$ cat src/hw/rtl/cbq_pkg.sv
`default_nettype none
// ----------------------------------------------------------------------------
// Cascaded biquad package
// Sizes, control codes, the microcode program and coefficient helpers shared
// by the filter and its checker.
// ----------------------------------------------------------------------------
package cbq_pkg;

	localparam int NUM_SECTIONS    = 4;
	localparam int SAMPLE_WIDTH    = 16;
	localparam int COEF_WIDTH      = 16;
	localparam int SECTION_WIDTH   = SAMPLE_WIDTH + 8;
	localparam int COEF_FRAC       = COEF_WIDTH - 2;
	localparam int NUM_REGS        = 5;
	localparam int REG_WIDTH       = 64;
	localparam int CFG_INDEX_WIDTH = 3;
	localparam int PROD_WIDTH      = COEF_WIDTH + SECTION_WIDTH;
	localparam int ACC_WIDTH       = PROD_WIDTH + 3;
	localparam int SHIFT_WIDTH     = ACC_WIDTH - COEF_FRAC;
	localparam int SEC_WIDTH       = (NUM_SECTIONS > 1) ? $clog2(NUM_SECTIONS) : 1;
	localparam int STEP_WIDTH      = 3;
	localparam int TDATA_WIDTH     = ((SAMPLE_WIDTH + 7) / 8) * 8;

	// Coefficient register indexes.
	typedef enum logic [CFG_INDEX_WIDTH-1:0] {
		REG_B0,
		REG_B1,
		REG_B2,
		REG_A1,
		REG_A2
	} coef_reg_t;

	// Multiplier operand selection.
	typedef enum logic [2:0] {
		OPD_CUR,
		OPD_X1,
		OPD_X2,
		OPD_Y1,
		OPD_Y2
	} opd_sel_t;

	typedef enum logic [1:0] {
		ACC_HOLD,
		ACC_LOAD,
		ACC_ADD,
		ACC_SUB
	} acc_op_t;

	typedef enum logic [1:0] {
		SEQ_NEXT,
		SEQ_LOOP,
		SEQ_DONE
	} seq_op_t;

	typedef enum logic {
		ST_IDLE,
		ST_RUN
	} state_t;

	typedef struct packed {
		opd_sel_t  opd;
		coef_reg_t coef;
		logic      mul_en;
		acc_op_t   acc_op;
		logic      wb;
		seq_op_t   seq;
	} ucode_t;

	// Microcode addresses.
	localparam logic [STEP_WIDTH-1:0] UC_MAC_B0 = 3'd0;
	localparam logic [STEP_WIDTH-1:0] UC_MAC_B1 = 3'd1;
	localparam logic [STEP_WIDTH-1:0] UC_MAC_B2 = 3'd2;
	localparam logic [STEP_WIDTH-1:0] UC_MAC_A1 = 3'd3;
	localparam logic [STEP_WIDTH-1:0] UC_MAC_A2 = 3'd4;
	localparam logic [STEP_WIDTH-1:0] UC_DRAIN  = 3'd5;
	localparam logic [STEP_WIDTH-1:0] UC_WRBACK = 3'd6;
	localparam logic [STEP_WIDTH-1:0] UC_OUT    = 3'd7;

	// The program: each of the five multiply steps issues one product; the accumulator
	// trails them, taking each product from the multiplier register.
	function automatic ucode_t ucode_rom(input logic [STEP_WIDTH-1:0] step);
		ucode_t uc;
		uc = '{opd: OPD_CUR, coef: REG_B0, mul_en: 1'b0, acc_op: ACC_HOLD,
		       wb: 1'b0, seq: SEQ_NEXT};
		unique case (step)
			UC_MAC_B0: begin
				uc.opd = OPD_CUR; uc.coef = REG_B0; uc.mul_en = 1'b1;
			end
			UC_MAC_B1: begin
				uc.opd = OPD_X1; uc.coef = REG_B1; uc.mul_en = 1'b1; uc.acc_op = ACC_LOAD;
			end
			UC_MAC_B2: begin
				uc.opd = OPD_X2; uc.coef = REG_B2; uc.mul_en = 1'b1; uc.acc_op = ACC_ADD;
			end
			UC_MAC_A1: begin
				uc.opd = OPD_Y1; uc.coef = REG_A1; uc.mul_en = 1'b1; uc.acc_op = ACC_ADD;
			end
			UC_MAC_A2: begin
				uc.opd = OPD_Y2; uc.coef = REG_A2; uc.mul_en = 1'b1; uc.acc_op = ACC_SUB;
			end
			UC_DRAIN: begin
				uc.acc_op = ACC_SUB;
			end
			UC_WRBACK: begin
				uc.wb = 1'b1; uc.seq = SEQ_LOOP;
			end
			UC_OUT: begin
				uc.seq = SEQ_DONE;
			end
			default: begin
				uc.seq = SEQ_DONE;
			end
		endcase
		return uc;
	endfunction

	// Coefficient of one section; a field that runs past the register is zero.
	function automatic logic signed [COEF_WIDTH-1:0] coef_field(
		input logic [REG_WIDTH-1:0] pack,
		input logic [SEC_WIDTH-1:0] sec
	);
		logic signed [COEF_WIDTH-1:0] c;
		c = '0;
		for (int s = 0; s < NUM_SECTIONS; s++) begin
			if ((int'(sec) == s) && ((s + 1) * COEF_WIDTH <= REG_WIDTH))
				c = pack[s*COEF_WIDTH +: COEF_WIDTH];
		end
		return c;
	endfunction

	// Unity gain (1.0 in Q2.14) in every section's b0 field.
	function automatic logic [REG_WIDTH-1:0] b0_reset_value();
		logic [REG_WIDTH-1:0] v;
		v = '0;
		for (int s = 0; s < NUM_SECTIONS; s++) begin
			if ((s + 1) * COEF_WIDTH <= REG_WIDTH)
				v[s*COEF_WIDTH +: COEF_WIDTH] = COEF_WIDTH'(1) << COEF_FRAC;
		end
		return v;
	endfunction

	localparam logic [REG_WIDTH-1:0] B0_RESET = b0_reset_value();

endpackage
`default_nettype wire

$ cat src/hw/rtl/cascaded_biquad_iir_filter.sv
`default_nettype none
// ----------------------------------------------------------------------------
// Cascaded biquad IIR filter
// Four direct-form-I biquad sections in series, run by a microcoded sequencer
// around one shared multiply-accumulate datapath.
// ----------------------------------------------------------------------------
// Each input transaction carries one Q1.15 sample and a clear flag. The sample
// runs through four direct-form-I sections, y = b0*x + b1*x1 + b2*x2 - a1*y1
// - a2*y2, with Q2.14 coefficients from five 64-bit registers (section 0 in
// the low 16 bits). A single 16x24 multiplier is shared by all twenty products:
// a sample takes seven steps per section (five products, one accumulator drain
// and one write-back) plus one output step, and the block goes back to idle
// before it takes the next sample. The result sits in an output register, so
// the next sample is accepted while a result still waits.
// Section values are rounded and saturated to 24 bits, the final sample to 16
// bits; the tuser flag of a result reports any clipping along the way.
// Coefficient writes are accepted at every cycle and belong between samples.
module cascaded_biquad_iir_filter (
	input  wire logic                             clk,
	input  wire logic                             arst_n,
	// Configuration write channel.
	input  wire logic                             cfg_valid,
	output      logic                             cfg_ready,
	input  wire logic [cbq_pkg::CFG_INDEX_WIDTH-1:0] cfg_index,
	input  wire logic [cbq_pkg::REG_WIDTH-1:0]    cfg_data,
	// Sample input stream.
	input  wire logic                             s_tvalid,
	output      logic                             s_tready,
	input  wire logic [cbq_pkg::TDATA_WIDTH-1:0]  s_tdata,  // [15:0] sample_in
	input  wire logic                             s_tuser,  // [0] clear_history
	// Filtered output stream.
	output      logic                             m_tvalid,
	input  wire logic                             m_tready,
	output      logic [cbq_pkg::TDATA_WIDTH-1:0]  m_tdata,  // [15:0] sample_out
	output      logic                             m_tuser   // [0] saturated
);
	import cbq_pkg::*;

	localparam logic [SEC_WIDTH-1:0] SEC_LAST = SEC_WIDTH'(NUM_SECTIONS - 1);
	localparam logic signed [ACC_WIDTH-1:0] ROUND_HALF = ACC_WIDTH'(1) << (COEF_FRAC - 1);
	localparam logic signed [SECTION_WIDTH-1:0] SEC_MAX = {1'b0, {(SECTION_WIDTH-1){1'b1}}};
	localparam logic signed [SECTION_WIDTH-1:0] SEC_MIN = {1'b1, {(SECTION_WIDTH-1){1'b0}}};
	localparam logic signed [SAMPLE_WIDTH-1:0]  OUT_MAX = {1'b0, {(SAMPLE_WIDTH-1){1'b1}}};
	localparam logic signed [SAMPLE_WIDTH-1:0]  OUT_MIN = {1'b1, {(SAMPLE_WIDTH-1){1'b0}}};
	localparam int EXT = SECTION_WIDTH - SAMPLE_WIDTH;

	// Control state.
	state_t                  state_q, state_d;
	logic [STEP_WIDTH-1:0]   step_q;
	logic [SEC_WIDTH-1:0]    sec_q;
	logic                    running;
	logic                    in_accept;
	logic                    out_free;
	logic                    out_load;
	ucode_t                  uc;

	// Coefficient registers.
	logic [REG_WIDTH-1:0]    coef_q [NUM_REGS];

	// Histories and working registers.
	logic signed [SAMPLE_WIDTH-1:0]  inh0_q, inh1_q;
	logic signed [SECTION_WIDTH-1:0] cur_q, x1_q, x2_q;
	logic signed [SECTION_WIDTH-1:0] y1_q [NUM_SECTIONS];
	logic signed [SECTION_WIDTH-1:0] y2_q [NUM_SECTIONS];
	logic signed [PROD_WIDTH-1:0]    prod_s1;
	logic signed [ACC_WIDTH-1:0]     acc_q;
	logic                            sat_q;

	// Output register.
	logic                            out_valid_q;
	logic signed [SAMPLE_WIDTH-1:0]  out_data_q;
	logic                            out_sat_q;

	// Datapath nets.
	logic signed [SECTION_WIDTH-1:0] opd;
	logic signed [COEF_WIDTH-1:0]    coef;
	logic signed [ACC_WIDTH-1:0]     prod_ext;
	logic signed [SHIFT_WIDTH-1:0]   acc_shift;
	logic                            sec_ovf;
	logic signed [SECTION_WIDTH-1:0] sec_y;
	logic                            out_ovf;
	logic signed [SAMPLE_WIDTH-1:0]  out_y;
	logic signed [SECTION_WIDTH-1:0] sample_ext;

	assign cfg_ready = 1'b1;
	assign in_accept = s_tvalid && s_tready;
	assign out_free  = !out_valid_q || m_tready;
	assign uc        = ucode_rom(step_q);
	assign out_load  = running && (step_q == UC_OUT) && out_free;

	// Sequencer state: next state.
	always_comb begin
		state_d = state_q;
		unique case (state_q)
			ST_IDLE: if (in_accept) state_d = ST_RUN;
			ST_RUN:  if ((step_q == UC_OUT) && out_free) state_d = ST_IDLE;
			default: state_d = ST_IDLE;
		endcase
	end

	// Sequencer state: outputs.
	always_comb begin
		s_tready = 1'b0;
		running  = 1'b0;
		unique case (state_q)
			ST_IDLE: s_tready = 1'b1;
			ST_RUN:  running  = 1'b1;
			default: s_tready = 1'b0;
		endcase
	end

	always_ff @(posedge clk or negedge arst_n) begin
		if (!arst_n) begin
			state_q <= ST_IDLE;
		end else begin
			state_q <= state_d;
		end
	end

	// Step counter and section counter with the loop over sections.
	always_ff @(posedge clk or negedge arst_n) begin
		if (!arst_n) begin
			step_q <= UC_MAC_B0;
			sec_q  <= '0;
		end else if (in_accept) begin
			step_q <= UC_MAC_B0;
			sec_q  <= '0;
		end else if (running) begin
			case (uc.seq)
				SEQ_NEXT: step_q <= step_q + STEP_WIDTH'(1);
				SEQ_LOOP: begin
					if (sec_q == SEC_LAST) begin
						step_q <= UC_OUT;
					end else begin
						step_q <= UC_MAC_B0;
						sec_q  <= sec_q + SEC_WIDTH'(1);
					end
				end
				default: step_q <= step_q;
			endcase
		end
	end

	// Coefficient registers; writes beyond the register list are dropped.
	always_ff @(posedge clk or negedge arst_n) begin
		if (!arst_n) begin
			for (int r = 0; r < NUM_REGS; r++)
				coef_q[r] <= (r == int'(REG_B0)) ? B0_RESET : '0;
		end else if (cfg_valid && (cfg_index < CFG_INDEX_WIDTH'(NUM_REGS))) begin
			coef_q[cfg_index] <= cfg_data;
		end
	end

	// Operand and coefficient selection for the shared multiplier.
	always_comb begin
		case (uc.opd)
			OPD_CUR: opd = cur_q;
			OPD_X1:  opd = x1_q;
			OPD_X2:  opd = x2_q;
			OPD_Y1:  opd = y1_q[sec_q];
			OPD_Y2:  opd = y2_q[sec_q];
			default: opd = cur_q;
		endcase
	end

	always_comb begin
		case (uc.coef)
			REG_B0:  coef = coef_field(coef_q[REG_B0], sec_q);
			REG_B1:  coef = coef_field(coef_q[REG_B1], sec_q);
			REG_B2:  coef = coef_field(coef_q[REG_B2], sec_q);
			REG_A1:  coef = coef_field(coef_q[REG_A1], sec_q);
			REG_A2:  coef = coef_field(coef_q[REG_A2], sec_q);
			default: coef = '0;
		endcase
	end

	always_ff @(posedge clk) begin
		if (running && uc.mul_en)
			prod_s1 <= coef * opd;
	end

	assign prod_ext = {{(ACC_WIDTH-PROD_WIDTH){prod_s1[PROD_WIDTH-1]}}, prod_s1};

	// Accumulator. The rounding half is folded in with the first product.
	always_ff @(posedge clk) begin
		if (running) begin
			case (uc.acc_op)
				ACC_LOAD: acc_q <= ROUND_HALF + prod_ext;
				ACC_ADD:  acc_q <= acc_q + prod_ext;
				ACC_SUB:  acc_q <= acc_q - prod_ext;
				default:  acc_q <= acc_q;
			endcase
		end
	end

	// Floor shift back to Q9.15 and saturate to the section width.
	assign acc_shift = acc_q[ACC_WIDTH-1:COEF_FRAC];
	assign sec_ovf   = !((&acc_shift[SHIFT_WIDTH-1:SECTION_WIDTH-1]) ||
	                     !(|acc_shift[SHIFT_WIDTH-1:SECTION_WIDTH-1]));
	assign sec_y     = !sec_ovf ? acc_shift[SECTION_WIDTH-1:0] :
	                   (acc_shift[SHIFT_WIDTH-1] ? SEC_MIN : SEC_MAX);

	// Final saturation of the last section's output to the sample width.
	assign out_ovf = !((&cur_q[SECTION_WIDTH-1:SAMPLE_WIDTH-1]) ||
	                   !(|cur_q[SECTION_WIDTH-1:SAMPLE_WIDTH-1]));
	assign out_y   = !out_ovf ? cur_q[SAMPLE_WIDTH-1:0] :
	                 (cur_q[SECTION_WIDTH-1] ? OUT_MIN : OUT_MAX);

	assign sample_ext = {{EXT{s_tdata[SAMPLE_WIDTH-1]}}, s_tdata[SAMPLE_WIDTH-1:0]};

	// Input history and section histories. At write-back the old outputs of a
	// section become the delayed inputs of the next one.
	always_ff @(posedge clk or negedge arst_n) begin
		if (!arst_n) begin
			inh0_q <= '0;
			inh1_q <= '0;
			for (int s = 0; s < NUM_SECTIONS; s++) begin
				y1_q[s] <= '0;
				y2_q[s] <= '0;
			end
		end else if (in_accept) begin
			inh0_q <= s_tdata[SAMPLE_WIDTH-1:0];
			inh1_q <= s_tuser ? '0 : inh0_q;
			if (s_tuser) begin
				for (int s = 0; s < NUM_SECTIONS; s++) begin
					y1_q[s] <= '0;
					y2_q[s] <= '0;
				end
			end
		end else if (running && uc.wb) begin
			y1_q[sec_q] <= sec_y;
			y2_q[sec_q] <= y1_q[sec_q];
		end
	end

	always_ff @(posedge clk) begin
		if (in_accept) begin
			cur_q <= sample_ext;
			x1_q  <= s_tuser ? '0 : {{EXT{inh0_q[SAMPLE_WIDTH-1]}}, inh0_q};
			x2_q  <= s_tuser ? '0 : {{EXT{inh1_q[SAMPLE_WIDTH-1]}}, inh1_q};
		end else if (running && uc.wb) begin
			cur_q <= sec_y;
			x1_q  <= y1_q[sec_q];
			x2_q  <= y2_q[sec_q];
		end
	end

	// Clip flag collected over the whole sample.
	always_ff @(posedge clk or negedge arst_n) begin
		if (!arst_n) begin
			sat_q <= 1'b0;
		end else if (in_accept) begin
			sat_q <= 1'b0;
		end else if (running && uc.wb && sec_ovf) begin
			sat_q <= 1'b1;
		end
	end

	// Output register.
	always_ff @(posedge clk or negedge arst_n) begin
		if (!arst_n) begin
			out_valid_q <= 1'b0;
		end else if (out_load) begin
			out_valid_q <= 1'b1;
		end else if (m_tready) begin
			out_valid_q <= 1'b0;
		end
	end

	always_ff @(posedge clk) begin
		if (out_load) begin
			out_data_q <= out_y;
			out_sat_q  <= sat_q || out_ovf;
		end
	end

	assign m_tvalid = out_valid_q;
	assign m_tdata  = TDATA_WIDTH'($unsigned(out_data_q));
	assign m_tuser  = out_sat_q;

endmodule
`default_nettype wire

$ cat config.mk
export PLATFORM = sky130hd
export DESIGN_NAME = cascaded_biquad_iir_filter
export DESIGN_NICKNAME = d
export VERILOG_FILES = /design/src/hw/rtl/cbq_pkg.sv /design/src/hw/rtl/cascaded_biquad_iir_filter.sv
export SDC_FILE = /design/constraint.sdc
export NUM_CORES = 2
export LEC_CHECK = 0
export BUFFER_PORTS_ARGS = -buffer_cell sky130_fd_sc_hd__buf_4
export CAP_MARGIN = 20
export CORE_MARGIN = 5
export CORE_UTILIZATION = 45
export CTS_CLUSTER_SIZE = 10
export DETAILED_ROUTE_END_ITERATION = 10
export HOLD_SLACK_MARGIN = 0.06
export PLACE_DENSITY = 0.61
export SLEW_MARGIN = 20
export SYNTH_ARGS = -nofsm -noshare
export SYNTH_HDL_FRONTEND = slang
export SYNTH_SLANG_ARGS = --single-unit
$ cat constraint.sdc
create_clock -name clk -period 10.9 [get_ports clk]
set_clock_uncertainty 0.15 [all_clocks]
set_input_delay 1.09 -clock clk [delete_from_list [all_inputs] [get_ports clk]]
set_output_delay 1.09 -clock clk [all_outputs]
set_load 0.02 [all_outputs]
# Yosys cells after proc, flatten, opt, wreduce, memory -nomap -nowiden
# Index checks and enable logic that the tools add are counted.
[totals]
output_inout_bits = 20
word_cells = 181
ff_bits = 724
in_bits = 89
[classes]
bitwise = 3
n_mux = 75
mul = 1
add_sub_neg = 5
magnitude_cmp = 5
n_eq_ne = 25
n_reduce_logical = 40
[op_table]
columns = ["cell", "count"]
rows = [
  ["$mux W96", 5],
  ["$mux W16", 23],
  ["$mux W24", 15],
  ["$bwmux W320", 1],
  ["$bwmux W96", 2],
  ["$demux W64 S3", 1],
  ["$pmux W43 S3", 1],
  ["$bmux W24 S2", 2],
  ["$pmux W24 S4", 1],
  ["$pmux W16 S5", 1],
  ["$mux W64", 1],
  ["$demux W24 S2", 1],
  ["$add A43 B40 Y43", 1],
  ["$sub A43 B40 Y43", 1],
  ["$add A15 B40 Y41 const A", 1],
  ["$mul A16 B24 Y40", 1],
  ["$pmux W7 S5", 1],
  ["$eq A3 B2 Y1 const B", 6],
  ["$eq A3 B3 Y1 const B", 6],
  ["$eq A2 B2 Y1 const B", 5],
  ["$logic_and A1 B1 Y1", 10],
  ["$reduce_bool A2 Y1", 5],
  ["$eq A3 B1 Y1 const B", 3],
  ["$mux W1", 9],
  ["30 further kinds", 51],
]

# Depth between registers and ports, before layout
[logic_depth]
depth_word = 8
depth_mapped = 41

# Least setup slack after synthesis
# OpenSTA, ideal clock, no wires.
[synth_path]
path_type = "flip-flop to flip-flop"
startpoint = "register sec_q[0]"
endpoint = "register prod_s1[33], data pin"
arrival_ps = 8769
setup_slack_ps = 1719
stages_incl_launch_ff = 39
path_buffers = 8
required_time_ps = 10487
setup_time_ps = 263
cell_sequence = "dfrtp_1 buf_2 buf_2 clkbuf_1 inv_1 ha_1 clkbuf_1 buf_2 buf_1 nand2_1 nor2_1 a21oi_1 o21ai_0 a22oi_1 nand3_1 o21ai_1 clkbuf_1 nor2_1 [... 3 more ...] fa_1 inv_1 fa_1 fa_1 inv_1 fa_1 inv_1 ha_1 clkbuf_1 a21oi_1 nand2_1 a211oi_2 nor3_1 a2111o_1 o21ba_2 o311a_1 o41ai_2 xnor2_1"
[synth_between]
elab_chain_cells = 7
[synth_lines]
columns = ["item", "line_no", "source"]
rows = [
  ["start: declaration", "cascaded_biquad_iir_filter.sv:50", "logic [SEC_WIDTH-1:0] sec_q;"],
  ["start signal: assignment", "cascaded_biquad_iir_filter.sv:136", "sec_q <= sec_q + SEC_WIDTH'(1);"],
  ["$logic_not A2 Y1", "cbq_pkg.sv:125", "if ((int'(sec) == s) && ((s + 1) * COEF_WIDTH <= REG_WIDTH))"],
  ["$mux W16 (4 in series)", "cbq_pkg.sv:125", ""],
  ["$pmux W16 S5", "cascaded_biquad_iir_filter.sv:167", "case (uc.coef)"],
  ["$mul A16 B24 Y40 (*)", "cascaded_biquad_iir_filter.sv:179", "prod_s1 <= coef * opd;"],
  ["end signal: assignment", "cascaded_biquad_iir_filter.sv:179", ""],
  ["end: declaration", "cascaded_biquad_iir_filter.sv:65", "logic signed [PROD_WIDTH-1:0] prod_s1;"],
]
# Mark *: on every way between the ends. The rest lies on a longest branch, timed or not. The select of a mux whose other input is x is not followed.
# A chain may end at the register's enable or synchronous reset.

# Worst setup path in the final report
[layout_path]
startpoint = "register step_q[2]"
endpoint = "register prod_s1[39], data pin"
[layout_between]
elab_chain_cells = 5
[layout_lines]
columns = ["item", "line_no", "source"]
rows = [
  ["start: declaration", "cascaded_biquad_iir_filter.sv:49", "logic [STEP_WIDTH-1:0] step_q;"],
  ["start signal: assignment", "cascaded_biquad_iir_filter.sv:130", "SEQ_NEXT: step_q <= step_q + STEP_WIDTH'(1);"],
  ["start signal: assignment", "cascaded_biquad_iir_filter.sv:139", "default: step_q <= step_q;"],
  ["$eq A3 B3 Y1 (tied with other cells)", "cbq_pkg.sv:85", "unique case (step)"],
  ["$pmux W7 S5 (*)", "cbq_pkg.sv:85", ""],
  ["$eq A3 B3 Y1 (tied with other cells)", "cascaded_biquad_iir_filter.sv:167", ""],
  ["$pmux W16 S5 / $pmux W24 S4 (equally long branches)", "cascaded_biquad_iir_filter.sv:167, cascaded_biquad_iir_filter.sv:156", ""],
  ["$mul A16 B24 Y40 (*)", "cascaded_biquad_iir_filter.sv:179", ""],
]
# Mark *: on every way between the ends. The rest lies on a longest branch, timed or not.

==> results.json <==
{
  "outcome": "completed",
  "cap_violations": 0,
  "tritoncts": "yes",
  "die_x_um": 342,
  "final_layout_size_suffix_gt1_share_pct": 15.2,
  "wl_per_cell_um": 21.6,
  "synth_fp_nets": 5555,
  "r2r-end": "prod_s1[39]",
  "final_common_cell": "nand2_1",
  "arrival_ps": 10350,
  "numPortBuffers": 107,
  "grt_setup_unrepaired": "no",
  "clock-sinks": 724,
  "clk_path_buf_depth": 3,
  "r2r_cells": 30,
  "initial_core_util_pct": 45.1,
  "critical_path_class": "flop to flop",
  "hpwl_um": 97600,
  "post_cts_buffers": 0,
  "setup_tns_ps": 0,
  "syn_area_per_cell_um2": 10.1,
  "timing.rr.start": "step_q[2]",
  "drtIter0Drc": 3126,
  "antenna_found_initial": 3,
  "cpMaxStageDelayCell": "o21ai_4",
  "clock_latency_ps": 670,
  "fmax_ghz": 0.100,
  "groute.usage.overall_pct": 24.1,
  "finalCritPeriodShare_pct": 91.4,
  "yosys.cell_types.count": 85,
  "cp_top_family": "adder cells",
  "slew_headroom_pct": 21.0,
  "setup_viol": 0,
  "slew_violations": 0,
  "grt_max_degree": 153,
  "cts_buffers": 88,
  "place.gp.congestion": 0.876,
  "cpMostUsedCell": "fa_1",
  "fin_crit_ps": 9960,
  "cp-end-kind": "flop",
  "fill_cells": 10300,
  "die_h_um": 342,
  "seq_area_frac_synth_pct": 38.2,
  "overflow": 0,
  "worstMarginPinSlew_ps": 1180,
  "root_buffer": "clkbuf_16",
  "cts_hold_buf": 0,
  "ys_ff_latch": 724,
  "design.die.area_um2": 117000,
  "hold_violations": 0,
  "slowest_delay_ps": 870,
  "detailroute.via_count": 36600,
  "synth_cells": 4934,
  "startpoint_type": "flop",
  "critPathRequiredTime_ps": 11290,
  "clk_pin_slew_worst_paths_ps": 70,
  "synth_ff_type": "dfrtp_1",
  "cts_resized": 0,
  "area_growth_pct": 10.2,
  "grt_pass1_vias": 37500,
  "grt_pass1_wl_um": 221000,
  "vias_per_cell": 5.66,
  "netlist_area_um2": 49700,
  "core_um2": 110000,
  "mostFrequentLayoutCells": "nand2_1 (747), dfrtp_1 (546), inv_1 (463)",
  "path_max_fanout": 31,
  "drt_wl_total_um": 140000,
  "fin_nets": 5540,
  "drc_errors": 0,
  "ios": 109,
  "r2r_slack_ps": 940,
  "drtAntennaViolNets": 0,
  "hp-class": "input pin to asynchronous set/reset pin",
  "htreeDepth": 3,
  "rows": 122,
  "drt_pass1_iterations": 6,
  "synth_edf_count": 172,
  "synthArstFlopShare_pct": 76.2,
  "yosysWarnings": 0,
  "critPathBufInv": 6
}
==> sequential cells by signal (all words and copies together) (netlist names) <==
signal    count
coef_q      320
y1_q         96
y2_q         96
acc_q        43
prod_s1      40
cur_q        24
x1_q         24
x2_q         24
inh0_q       16
inh1_q       16
m_tdata      16
step_q        3
sec_q         2
m_tuser       1
m_tvalid      1
sat_q         1
state_q       1
==> cells in the mapped netlist (all sizes together) (71+ instances only) <==
| library cell | n | area (um2) |
|---|---|---|
| fa | 376 | 7530 |
| ha | 156 | 1950 |
| a21o | 71 | 533 |
| mux2 | 324 | 3650 |
| nor2 | 312 | 1170 |
| buf | 73 | 328 |
| nand3 | 242 | 1210 |
| clkbuf | 219 | 832 |
| xnor2 | 104 | 911 |
| a21oi | 175 | 887 |
| o21ai | 359 | 1800 |
| inv | 463 | 1740 |
| nand2 | 754 | 2830 |
| dfrtp | 548 | 13700 |
| edfxtp | 172 | 5160 |
==> how the worst max path moves through the flow <==
stage	slack (ps)	endpoint	from	cells past startpoint
after detailed placement	1050	prod_s1[39]	step_q[2]	30
final	940	prod_s1[39]	step_q[2]	30
after global placement	1320	prod_s1[39]	step_q[2]	30
after global routing	400	prod_s1[39]	step_q[2]	30
after floorplan	1720	prod_s1[33]	sec_q[0]	38
after CTS	1090	prod_s1[39]	step_q[2]	30
==> logic make-up after synthesis <==
group / share of synthesized area [%]
AOI/OAI and AO/OA: 9.97
xor gates and xnor gates: 2.34
adders and majority gates: 19.1
buffers and inverters: 5.83
DFF: 38.2
muxes: 10.9
other: 0.00754
and+or+nand+nor: 13.7
==> final cells by class <==
type                       count  area, um2  area share (%)
inverter                     463       1740            3.17
antenna                        1       2.50         0.00457
multi-input combinational   3455      28100            51.3
tap                         1488       1860            3.40
timing repair buffer         187       1480            2.70
clock inverter                13        158           0.288
sequential                   724      19000            34.7
clock buffer                 132       2480            4.53
==> layer usage <==
layer  vias up  global-route usage [%]  wire, um
met5         -                       0        13
met4         2                    7.11      4370
met3       227                    3.54      8620
met2      1091                    39.0     64800
met1     18700                    33.9     61900
li1      16600                       -         -
==> stage by stage <==
step | hold slack (ps) | cells | utilization (%) | area [um2] | setup WS (ps)
2_1_floorplan | 289 | 4934 | - | 49700 | 1720
3_3_place_gp | 300 | 6317 | 47.3 | 52100 | 1320
3_5_place_dp | 306 | 6317 | 47.3 | 52200 | 1050
4_1_cts | 320 | 6462 | 49.7 | 54800 | 1090
5_1_grt | 350 | 6462 | 49.7 | 54800 | 399
6_report | 308 | 6463 | 49.7 | 54800 | 940
Power is not shown: default switching activity piles up to over one toggle a cycle in this logic, so the estimate is an artifact.
